[src/owtr_pkg.sv]
`timescale 1ns / 1ps

package owtr_pkg;

  localparam int CFG_IDX_W  = 2;
  localparam int CFG_DATA_W = 20;

  localparam int CONV_WAIT_W   = 20;
  localparam int RESET_LOW_W   = 10;
  localparam int READ_SAMPLE_W = 6;

  localparam logic [CFG_IDX_W-1:0] CFG_CONV_WAIT   = 2'd0;
  localparam logic [CFG_IDX_W-1:0] CFG_RESET_LOW   = 2'd1;
  localparam logic [CFG_IDX_W-1:0] CFG_READ_SAMPLE = 2'd2;

  localparam logic [CONV_WAIT_W-1:0]   CONV_WAIT_DEFAULT   = 20'd750000;
  localparam logic [RESET_LOW_W-1:0]   RESET_LOW_DEFAULT   = 10'd480;
  localparam logic [READ_SAMPLE_W-1:0] READ_SAMPLE_DEFAULT = 6'd15;

  localparam int PRESENCE_SAMPLE_US = 60;
  localparam int RESET_REST_US      = 420;
  localparam int SLOT_US            = 62;
  localparam int WRITE_HOLD_END     = 60;

  localparam logic [7:0] CMD_SKIP_ROM = 8'hCC;
  localparam logic [7:0] CMD_CONVERT  = 8'h44;
  localparam logic [7:0] CMD_READ_PAD = 8'hBE;

  localparam logic [2:0] STEP_CONVERT  = 3'd1;
  localparam logic [2:0] STEP_CONV     = 3'd2;
  localparam logic [2:0] STEP_READ_PAD = 3'd3;
  localparam logic [2:0] STEP_LSB      = 3'd4;
  localparam logic [2:0] STEP_MSB      = 3'd5;

  localparam int IN_TDATA_W  = 8;
  localparam int OUT_TDATA_W = 24;

  typedef enum logic [6:0] {
    PH_IDLE     = 7'b0000001,
    PH_RST_LOW  = 7'b0000010,
    PH_RST_WAIT = 7'b0000100,
    PH_RST_REST = 7'b0001000,
    PH_WRITE    = 7'b0010000,
    PH_CONV     = 7'b0100000,
    PH_READ     = 7'b1000000
  } phase_t;

  // result word, lowest bit last
  typedef struct packed {
    logic [3:0]         pad;
    logic signed [15:0] temperature_sixteenths;
    logic               no_presence;
    logic               done_res;
    logic               busy_res;
    logic               pull_low;
  } out_item_t;

endpackage

[src/one_wire_temperature_reader.sv]
`timescale 1ns / 1ps

// One-wire bus master that reads a temperature sensor. Each input request is either a
// one-microsecond tick (tuser 0) or a start (tuser 1), with the sampled bus level in
// tdata bit 0; every request produces exactly one result showing the bus drive, busy,
// a done pulse, a no-presence error and the signed raw reading in sixteenths of a
// degree. The sequencer state and the result register are both updated at the
// accepting edge, and a new request is taken every cycle while the result register is
// empty or being drained. Configuration must be written through the cfg port only while
// no sequence is running; the block itself does not enforce this.
module one_wire_temperature_reader #(
  parameter int TIMER_BITS = 20
) (
  input  logic                                 clk,
  input  logic                                 rst,
  input  logic                                 s_tvalid,
  output logic                                 s_tready,
  input  logic [owtr_pkg::IN_TDATA_W-1:0]      s_tdata,   // line_level
  input  logic                                 s_tuser,   // req_type
  output logic                                 m_tvalid,
  input  logic                                 m_tready,
  // pull_low, busy_res, done_res, no_presence, temperature_sixteenths
  output logic [owtr_pkg::OUT_TDATA_W-1:0]     m_tdata,
  input  logic                                 cfg_we,
  input  logic [owtr_pkg::CFG_IDX_W-1:0]       cfg_index,
  input  logic [owtr_pkg::CFG_DATA_W-1:0]      cfg_data
);
  import owtr_pkg::*;

  localparam int CW = (TIMER_BITS > CONV_WAIT_W) ? TIMER_BITS : CONV_WAIT_W;
  localparam logic [TIMER_BITS-1:0] TMAX = {TIMER_BITS{1'b1}};
  localparam logic [CW-1:0] TMAX_EXT = CW'(TMAX);

  logic [CONV_WAIT_W-1:0]   conversion_wait_us;
  logic [RESET_LOW_W-1:0]   reset_low_us;
  logic [READ_SAMPLE_W-1:0] read_sample_us;

  phase_t                  phase, phase_next;
  logic [TIMER_BITS-1:0]   phase_timer, phase_timer_next;
  logic [2:0]              bit_index, bit_index_next;
  logic [2:0]              byte_index, byte_index_next;
  logic [7:0]              shift_byte, shift_byte_next;
  logic [15:0]             reading, reading_next;
  out_item_t               out_item, out_item_next;

  logic                    accept;
  logic                    line;
  logic [TIMER_BITS-1:0]   t_inc;
  logic [RESET_LOW_W-1:0]  rst_lim;
  logic [READ_SAMPLE_W-1:0] smp;
  logic [READ_SAMPLE_W:0]  slot_end;
  logic [CW-1:0]           conv_lim;
  logic [7:0]              shifted;
  logic [2:0]              bit_inc;
  logic [2:0]              byte_inc;
  logic                    done, nopres;
  logic [15:0]             temp;
  logic                    drive;

  assign s_tready = !m_tvalid || m_tready;
  assign accept   = s_tvalid && s_tready;
  assign line     = s_tdata[0];
  assign m_tdata  = out_item;

  // configuration
  always_ff @(posedge clk) begin
    if (rst) begin
      conversion_wait_us <= CONV_WAIT_DEFAULT;
      reset_low_us       <= RESET_LOW_DEFAULT;
      read_sample_us     <= READ_SAMPLE_DEFAULT;
    end else if (cfg_we) begin
      unique case (cfg_index)
        CFG_CONV_WAIT:   conversion_wait_us <= cfg_data[CONV_WAIT_W-1:0];
        CFG_RESET_LOW:   reset_low_us       <= cfg_data[RESET_LOW_W-1:0];
        CFG_READ_SAMPLE: read_sample_us     <= cfg_data[READ_SAMPLE_W-1:0];
        default: ;
      endcase
    end
  end

  always_comb begin
    t_inc    = (phase_timer == TMAX) ? phase_timer : phase_timer + 1'b1;
    rst_lim  = (reset_low_us == '0) ? RESET_LOW_W'(1) : reset_low_us;
    smp      = (read_sample_us == '0) ? READ_SAMPLE_W'(1) : read_sample_us;
    slot_end = ((READ_SAMPLE_W + 1)'(smp) + 1'b1 > (READ_SAMPLE_W + 1)'(SLOT_US)) ?
               (READ_SAMPLE_W + 1)'(smp) + 1'b1 : (READ_SAMPLE_W + 1)'(SLOT_US);
    conv_lim = (CW'(conversion_wait_us) > TMAX_EXT) ? TMAX_EXT : CW'(conversion_wait_us);
    bit_inc  = bit_index + 3'd1;
    byte_inc = byte_index + 3'd1;
    shifted  = shift_byte;

    phase_next       = phase;
    phase_timer_next = phase_timer;
    bit_index_next   = bit_index;
    byte_index_next  = byte_index;
    shift_byte_next  = shift_byte;
    reading_next     = reading;
    done             = 1'b0;
    nopres           = 1'b0;
    temp             = '0;

    if (s_tuser) begin
      if (phase == PH_IDLE) begin
        phase_next       = PH_RST_LOW;
        phase_timer_next = '0;
        bit_index_next   = '0;
        byte_index_next  = '0;
        shift_byte_next  = '0;
        reading_next     = '0;
      end
    end else if (phase != PH_IDLE) begin
      phase_timer_next = t_inc;
      unique case (phase)
        PH_RST_LOW: begin
          if (t_inc >= TIMER_BITS'(rst_lim)) begin
            phase_next       = PH_RST_WAIT;
            phase_timer_next = '0;
          end
        end
        PH_RST_WAIT: begin
          if (t_inc >= TIMER_BITS'(PRESENCE_SAMPLE_US)) begin
            phase_timer_next = '0;
            if (line) begin
              phase_next = PH_IDLE;
              done       = 1'b1;
              nopres     = 1'b1;
            end else begin
              phase_next = PH_RST_REST;
            end
          end
        end
        PH_RST_REST: begin
          if (t_inc >= TIMER_BITS'(RESET_REST_US)) begin
            phase_next       = PH_WRITE;
            phase_timer_next = '0;
            bit_index_next   = '0;
            shift_byte_next  = CMD_SKIP_ROM;
          end
        end
        PH_WRITE: begin
          if (t_inc >= TIMER_BITS'(SLOT_US)) begin
            phase_timer_next = '0;
            shift_byte_next  = {1'b0, shift_byte[7:1]};
            bit_index_next   = bit_inc;
            if (bit_inc == '0) begin
              byte_index_next = byte_inc;
              if (byte_inc == STEP_CONVERT) begin
                shift_byte_next = CMD_CONVERT;
              end else if (byte_inc == STEP_CONV) begin
                phase_next = PH_CONV;
              end else if (byte_inc == STEP_READ_PAD) begin
                shift_byte_next = CMD_READ_PAD;
              end else begin
                byte_index_next = STEP_LSB;
                phase_next      = PH_READ;
                shift_byte_next = '0;
              end
            end
          end
        end
        PH_CONV: begin
          if (CW'(t_inc) >= conv_lim) begin
            phase_next       = PH_RST_LOW;
            phase_timer_next = '0;
          end
        end
        PH_READ: begin
          if (t_inc == TIMER_BITS'(smp)) begin
            shifted = {line, shift_byte[7:1]};
          end
          shift_byte_next = shifted;
          if (t_inc >= TIMER_BITS'(slot_end)) begin
            phase_timer_next = '0;
            bit_index_next   = bit_inc;
            if (bit_inc == '0) begin
              if (byte_index == STEP_LSB) begin
                reading_next    = {8'h00, shifted};
                byte_index_next = STEP_MSB;
                shift_byte_next = '0;
              end else begin
                reading_next = {shifted, reading[7:0]};
                phase_next   = PH_IDLE;
                done         = 1'b1;
                temp         = {shifted, reading[7:0]};
              end
            end
          end
        end
        default: begin
          phase_next       = PH_IDLE;
          phase_timer_next = '0;
        end
      endcase
    end

    unique case (phase_next)
      PH_RST_LOW: drive = 1'b1;
      PH_WRITE: begin
        if (phase_timer_next == '0) begin
          drive = 1'b1;
        end else if (phase_timer_next <= TIMER_BITS'(WRITE_HOLD_END)) begin
          drive = !shift_byte_next[0];
        end else begin
          drive = 1'b0;
        end
      end
      PH_READ: drive = (phase_timer_next == '0);
      default: drive = 1'b0;
    endcase

    out_item_next.pad                    = '0;
    out_item_next.temperature_sixteenths = temp;
    out_item_next.no_presence            = nopres;
    out_item_next.done_res               = done;
    out_item_next.busy_res               = (phase_next != PH_IDLE);
    out_item_next.pull_low               = drive;
  end

  always_ff @(posedge clk) begin
    if (rst) begin
      phase       <= PH_IDLE;
      phase_timer <= '0;
      bit_index   <= '0;
      byte_index  <= '0;
      shift_byte  <= '0;
      reading     <= '0;
      m_tvalid    <= 1'b0;
    end else begin
      if (accept) begin
        phase       <= phase_next;
        phase_timer <= phase_timer_next;
        bit_index   <= bit_index_next;
        byte_index  <= byte_index_next;
        shift_byte  <= shift_byte_next;
        reading     <= reading_next;
        m_tvalid    <= 1'b1;
      end else if (m_tready) begin
        m_tvalid    <= 1'b0;
      end
    end
  end

  always_ff @(posedge clk) begin
    if (accept) begin
      out_item <= out_item_next;
    end
  end

endmodule

[config.mk]
export PLATFORM = sky130hd
export DESIGN_NAME = one_wire_temperature_reader
export DESIGN_NICKNAME = d
export VERILOG_FILES = /design/src/owtr_pkg.sv /design/src/one_wire_temperature_reader.sv
export SDC_FILE = /design/constraint.sdc
export NUM_CORES = 1
export LEC_CHECK = 0
export ABC_AREA = 1
export BUFFER_PORTS_ARGS = -buffer_cell sky130_fd_sc_hd__buf_2
export CORE_MARGIN = 2
export CORE_UTILIZATION = 50
export CTS_CLUSTER_SIZE = 16
export DETAILED_ROUTE_END_ITERATION = 7
export PLACE_DENSITY_LB_ADDON = 0.2
export SKIP_CTS_REPAIR_TIMING = 1
export SLEW_MARGIN = 5
export SYNTH_ARGS = -nofsm -noshare
export SYNTH_HDL_FRONTEND = slang
export SYNTH_SLANG_ARGS = --single-unit
export TNS_END_PERCENT = 5
[constraint.sdc]
create_clock -name clk -period 3.9 [get_ports clk]
set_input_delay 0.195 -clock clk [delete_from_list [all_inputs] [get_ports clk]]
set_output_delay 0.195 -clock clk [all_outputs]
set_load 0.02 [all_outputs]
==> results of run 1 <==
## where the power goes
| group | leakage [nW] | switching, mW | internal (mW) |
|---|---|---|---|
| registers | 0.911 | 0.0394 | 1.17 |
| clock network | 0.147 | 0.467 | 0.453 |
| logic | 3.32 | 0.428 | 0.232 |
## final cells by class
type,count,area share [%]
multi-input cells,805,50.7
inverters,206,8.45
well taps,188,2.56
repair buffers,131,9.64
clock buffers,9,2.45
flip-flops and latches,106,25.5
clock inverters,7,0.762
## metal layers
metal | vias to the layer above | part of all wire [%]
met4 | 0 | 2.0
met5 | - | 0
met1 | 3544 | 46
met3 | 26 | 6.3
li1 | 3981 | -
met2 | 248 | 45
## cell usage after synthesis (3+ instances only)
| cell | instances |
|---|---|
| o211ai_1 | 33 |
| a21oi_1 | 87 |
| o21ai_1 | 11 |
| nand3_1 | 57 |
| ha_1 | 48 |
| nor2_1 | 106 |
| nand3_2 | 3 |
| nand2_1 | 244 |
| dfxtp_1 | 86 |
| nand4_1 | 25 |
| nor2_4 | 9 |
| a41oi_1 | 3 |
| buf_4 | 4 |
| nand2_2 | 11 |
| clkbuf_1 | 32 |
| inv_1 | 194 |
| inv_2 | 9 |
| a31oi_1 | 3 |
| nor2_2 | 6 |
| buf_6 | 5 |
| clkinv_1 | 3 |
| o21ai_0 | 72 |
| nand2_4 | 5 |
| xor2_1 | 8 |
| o21ai_2 | 6 |
| nand3b_1 | 3 |
| nor4_1 | 7 |
| edfxtp_1 | 20 |
| o31ai_1 | 5 |
| nor3_1 | 17 |
| a21oi_2 | 6 |
## sequential cells by signal, indices dropped and copies added, names as in the netlist
name                count
reset_low_us           10
m_tvalid                1
bit_index               3
reading                 8
conversion_wait_us     20
read_sample_us          6
phase                   7
m_tdata                20
shift_byte              8
phase_timer            20
byte_index              3
## path summary, 6_finish.rpt
check	cells past startpoint	from	to	slack [ns]
worst max-delay path	22	phase_timer[0]	m_tdata[0]	0.17
worst min-delay path	3	cfg_data[16]	conversion_wait_us[16]	0.04
worst max register to register	22	phase_timer[0]	m_tdata[0]	0.17
worst min register to register	2	conversion_wait_us[11]	conversion_wait_us[11]	0.47
## cell families after synthesis
group / after synthesis / synth area share [%]
AO/OA/AOI/OAI: 240 / 18.3
adder cells (fa/ha/maj): 48 / 7.79
buffers and inverters: 247 / 12.7
other: 1 / 0.0487
AND/OR/NAND/NOR: 501 / 29.7
XOR/XNOR: 11 / 1.35
flip-flops: 106 / 30.1
## through the flow
stage	total power, mW	TNS (ns)	worst slack [ns]
after floorplan	1.63	0	0.213
after global placement	1.84	0	0.0574
after detailed placement	1.85	0	0.0123
after CTS	2.76	-0.0781	-0.0781
after global routing	2.93	-0.0778	-0.0778
final	2.79	0	0.172
## tightest hold or removal path, cell delays in order
cell      delay, ns
buf_2          0.07
nand2_1        0.04
o211ai_1       0.06
==> results.md, run 1 <==
- Final Hold Vio Count: 0
- Vias per inst: roughly 5.4
- Hold_ws: 0.0444 ns
- Clock buffer depth: 2
- Yosys cell types: 54
- Critical path, cell by cell: buf_4 > clkinvlp_4 > nor2_4 > nand2_4 > nor2_1 > nand2_1 > nand2_1 > nand2_1 > ha_1 > nand4_1 > buf_4 > nor4_4 > nor2_4 > nand3_1 > o21ai_0 > a21oi_1 > nand2_1 > nor2_1 > nand4_1 > nor2_1 > nand3_1 > nand2_1
- Clk sinks: between 100 and 150
- Antenna violations before repair: 0
- FMAX: 268 MHz
- Largest cells by area after synthesis: dfxtp_1, nand2_1, inv_1, edfxtp_1, ha_1
- Post-synth EDFFs: 20
- Avg WL per Cell: 14.6 um
- P&R area growth vs syn: 19.4%
- Initial core utilization: 50.9%
- Area leader, netlist: dfxtp_1
- Detailed-route DRC error count: 0
- CP bufs+invs: 3
- Final WL: roughly 21000 um
- Antenna-violating nets left: 0
- Post-synth top area share: about 22%
- Cell family with most CP delay: simple AND/OR/NAND/NOR gates
- DRT Pass-1 Iters: 5
- DRT iter0 DRCs: about 560
- Fillcell total: between 1000 and 1500
- Pins Over Slew Limit: 0
- Row count: 45
- Clk Latency, worst-skew pair: ~0.37 ns
- CTS buffer count: 9
- Power per cell area: slightly above 300 mW/mm^2
- Most frequent CP cell: nand2_1
- Met2 Use GR: 42.7%
- Max-Cap Viols: 0
- Ys Warns: 0
- Most common cell after layout, fill and taps aside: nand2_1
- Post-layout util: about three fifths
- CP Launch Type: register
- First-pass GRT wire length: between 30000 and 40000 um
- Fin crit share: 95.6%
- Hold Crit Class: primary input to register
- FFs w/ async S/R, synth: 0%
- CTS tree: done
- Required time worst endpoint: 4.13 ns
- Final setup fails: 0
- Area of the multi-input gates: 0.00466 mm^2
- Non-Filler Instances: between 1000 and 1500
- Status: finished clean
- Busiest layer in global routing: met2
- GR Util met1: 35.8%
- IO buf count: 50
- Die Area: between 0.015 and 0.02 mm^2
- Yosys reg bits: about 110
- Remaining Overflow, GRT: 0
- Root Buffer Master: clkbuf_16
- Prevailing post-synth register cell: dfxtp_1
- CORE AREA: between 0.015 and 0.02 mm^2
- Die H: 128 um
- Layout cells sized above 1: 21.3%
- Cell area after synthesis: between 0.007 and 0.008 mm^2
- Design Area, Final: between 0.009 and 0.01 mm^2
- Global routing usage on met3: between 3 and 4%
- Die Width: 128 um
- Gp weighted congestion: 0.986
- Placed Cells: 1431
- Ports: between 60 and 70
- Post-Synthesis Cells: approximately 1200
- Commonest cells after routing, fill and taps aside: nand2_1, inv_1, nor2_1
- Worst rel slew slack: roughly 17%
- Clock Skew: 0.00984 ns
- Number of global-route vias before repair: slightly below 7000
- Largest net degree at the start of global routing: 45
- Storage cell area: 0.00234 mm^2
- Final #Nets: roughly 1300
- Clock slew at reported path FFs: roughly 0.08 ns
- Syn_area_per_cell: ~6.7 um^2
- Slowest CP cell: dfxtp_2
- Least-Margin Pin Slew: about 1.2 ns
- Post-detail-place hpwl: ~16000 um
- Leakage power: 4.38 nW
- Critical path type: register to register
- CTS H-tree lvls: 3
- Global Route Usage Sum: 26.0%
- Detailed-route via count: 7799
- Sequential fraction of the synthesis area: a little under a third
- Crit path largest cell delay: between 0.3 and 0.4 ns
- Fin crit period: ~3.7 ns
- Endpoint class of the critical path: register
- Placement Cell Area: between 0.008 and 0.009 mm^2
- Worst vdd ir: 0.214 mV
- CP arrival: about 4 ns
- Number of diodes: 0
- Critical Path Fanout Max: 8
No activity file was read; power rests on OpenSTA's default activity.
==> run 2, diff against run 1 <==
- PLACE_DENSITY: not set -> 0.71
- PLACE_DENSITY_LB_ADDON: 0.2 -> not set
==> run 2 against run 1 <==
  * Die area unchanged
  * Hold slack got worse by 0.0084 ns
  * Utilization fell by 0.24 points
  * Critical endpoint unchanged
  * Flip-flop and latch count is the same
  * Critical path type unchanged
  * Non-clock buffer count decreased by 5
  * Clock power is 4.3% higher
  * Via count rose by 0.74%
  * Highest routed layer unchanged
==> results.md, run 2 (synthesis results as in run 1) <==
- Status: finished clean
- Final setup fails: 0
- Worst slack at placement: -0.0772 ns
- Critical path type: register to register
- CP Launch Type: register
- Non-Filler Instances: between 1000 and 1500
- Power per cell area: a little over 300 mW/mm^2
- Leakage power: approximately 4.3 nW
- Final #Nets: about 1300
- Clk Latency, worst-skew pair: between 0.3 and 0.4 ns
- Clock Skew: between 0.01 and 0.015 ns
- Row count: 45
- Number of global-route vias before repair: about 7000
- Fin crit period: 3.73 ns
- Detailed-route DRC error count: 0
- CTS buffer count: 9
- Hold Crit Class: primary input to register
- Gp weighted congestion: roughly 0.9
- Clock buffer depth: 2
- Layout cells sized above 1: between 20% and 30%
- Die Width: ~130 um
- Worst rel slew slack: 27.7%
- Commonest cells after routing, fill and taps aside: nand2_1, inv_1, nor2_1
- Slowest CP cell: dfxtp_2
- Final TNS setup: 0 ns
- Worst vdd ir: around 0.25 mV
- Setup ws final: 0.166 ns
- Vias per inst: around 5.4
- Max-Cap Viols: 0
- Critical path, cell by cell: buf_4 > clkinvlp_4 > nor2_4 > nand2_4 > xor2_4 > nand2_4 > ha_4 > nand2_1 > buf_4 > nor2_2 > nand4_1 > nor4_2 > buf_4 > nor2_4 > nand3_1 > o21ai_0 > a21oi_2 > nand2_1 > nor2_1 > nand4_1 > nor2_2 > nand3_1 > nand2_1
- P&R area growth vs syn: 18.9%
- Die Area: 0.0164 mm^2
- Endpoint class of the critical path: register
- Most common cell after layout, fill and taps aside: nand2_1
- Hold_ws: ~0.036 ns
- CTS H-tree lvls: 3
- Final Hold Vio Count: 0
- Remaining Overflow, GRT: 0
- CP bufs+invs: 4
- Critical Path Fanout Max: 11
- Fillcell total: 1414
- Clock slew at reported path FFs: ~0.080 ns
- Design Area, Final: 0.00916 mm^2
- Fin crit share: roughly 96%
- Root Buffer Master: clkbuf_16
- Placed Cells: around 1400
- Antenna-violating nets left: 0
- Clk sinks: 106
- Global Route Usage Sum: about a quarter
- CTS tree: done
- Crit path largest cell delay: roughly 0.36 ns
- Largest net degree at the start of global routing: 46
- Initial core utilization: between 50% and 60%
- FMAX: about 270 MHz
- CORE AREA: 0.0151 mm^2
- Detailed-route via count: 7857
- Ports: 62
- Cell family with most CP delay: simple AND/OR/NAND/NOR gates
- Final WL: roughly 21000 um
- Antenna violations before repair: 0
- DRT Pass-1 Iters: 5
- Number of diodes: 0
- Post-detail-place hpwl: approximately 16000 um
- Placement Cell Area: between 0.008 and 0.009 mm^2
- CP arrival: between 3 and 4 ns
- Least-Margin Pin Slew: approximately 1.1 ns
- IO buf count: 50
- Pins Over Slew Limit: 0
- Required time worst endpoint: 4.13 ns
- DRT iter0 DRCs: between 600 and 700
- Avg WL per Cell: about 14 um
- First-pass GRT wire length: around 34000 um
- Die H: around 130 um
run 2: worst paths after layout:
| path | from | to | slack (ns) | depth (start not counted) |
|---|---|---|---|---|
| worst min register to register | conversion_wait_us[18] | conversion_wait_us[18] | 0.46 | 2 |
| worst max register to register | phase_timer[0] | m_tdata[0] | 0.17 | 23 |
| worst min-delay path | cfg_data[17] | conversion_wait_us[17] | 0.04 | 3 |
| worst max-delay path | phase_timer[0] | m_tdata[0] | 0.17 | 23 |
run 2: layout make-up:
class	instances	area (um^2)	area share (%)
clock inverter	7	93.8	1.02
inverter	206	777	8.48
sequential	106	2350	25.6
timing repair buffer	126	837	9.14
multi-input combinational	805	4640	50.7
tap	188	235	2.57
clock buffer	9	225	2.46
run 2: power by group:
| group | switching [mW] | total [mW] | internal (mW) |
|---|---|---|---|
| Clock | 0.495 | 0.960 | 0.465 |
| Combinational | 0.427 | 0.653 | 0.226 |
| Sequential | 0.0352 | 1.20 | 1.17 |
run 2: layer usage:
layer  part of all wire, %  up-vias  GRT usage, %
met5                     0        -             0
met2                    46      289          42.6
met3                   6.6       34          3.55
met1                    46     3566          34.7
met4                   1.9        0          7.63
li1                      -     3968             -
run 2: stage by stage:
stage	utilization, %	power, mW
floorplan	-	1.63
global placement	56.4	1.83
detailed placement	56.4	1.84
CTS	58.5	2.80
global route	60.5	2.95
finish	60.5	2.82
run 2: worst reg2reg max path, cell delays in order (launching register included):
cell        delay [ns]
dfxtp_2           0.36
buf_4             0.14
clkinvlp_4        0.11
nor2_4            0.16
nand2_4           0.12
xor2_4            0.20
nand2_4           0.09
ha_4              0.27
nand2_1           0.07
buf_4             0.14
nor2_2            0.13
nand4_1           0.19
nor4_2            0.30
buf_4             0.19
nor2_4            0.08
nand3_1           0.07
o21ai_0           0.11
a21oi_2           0.20
nand2_1           0.07
nor2_1            0.12
nand4_1           0.14
nor2_2            0.14
nand3_1           0.09
nand2_1           0.10
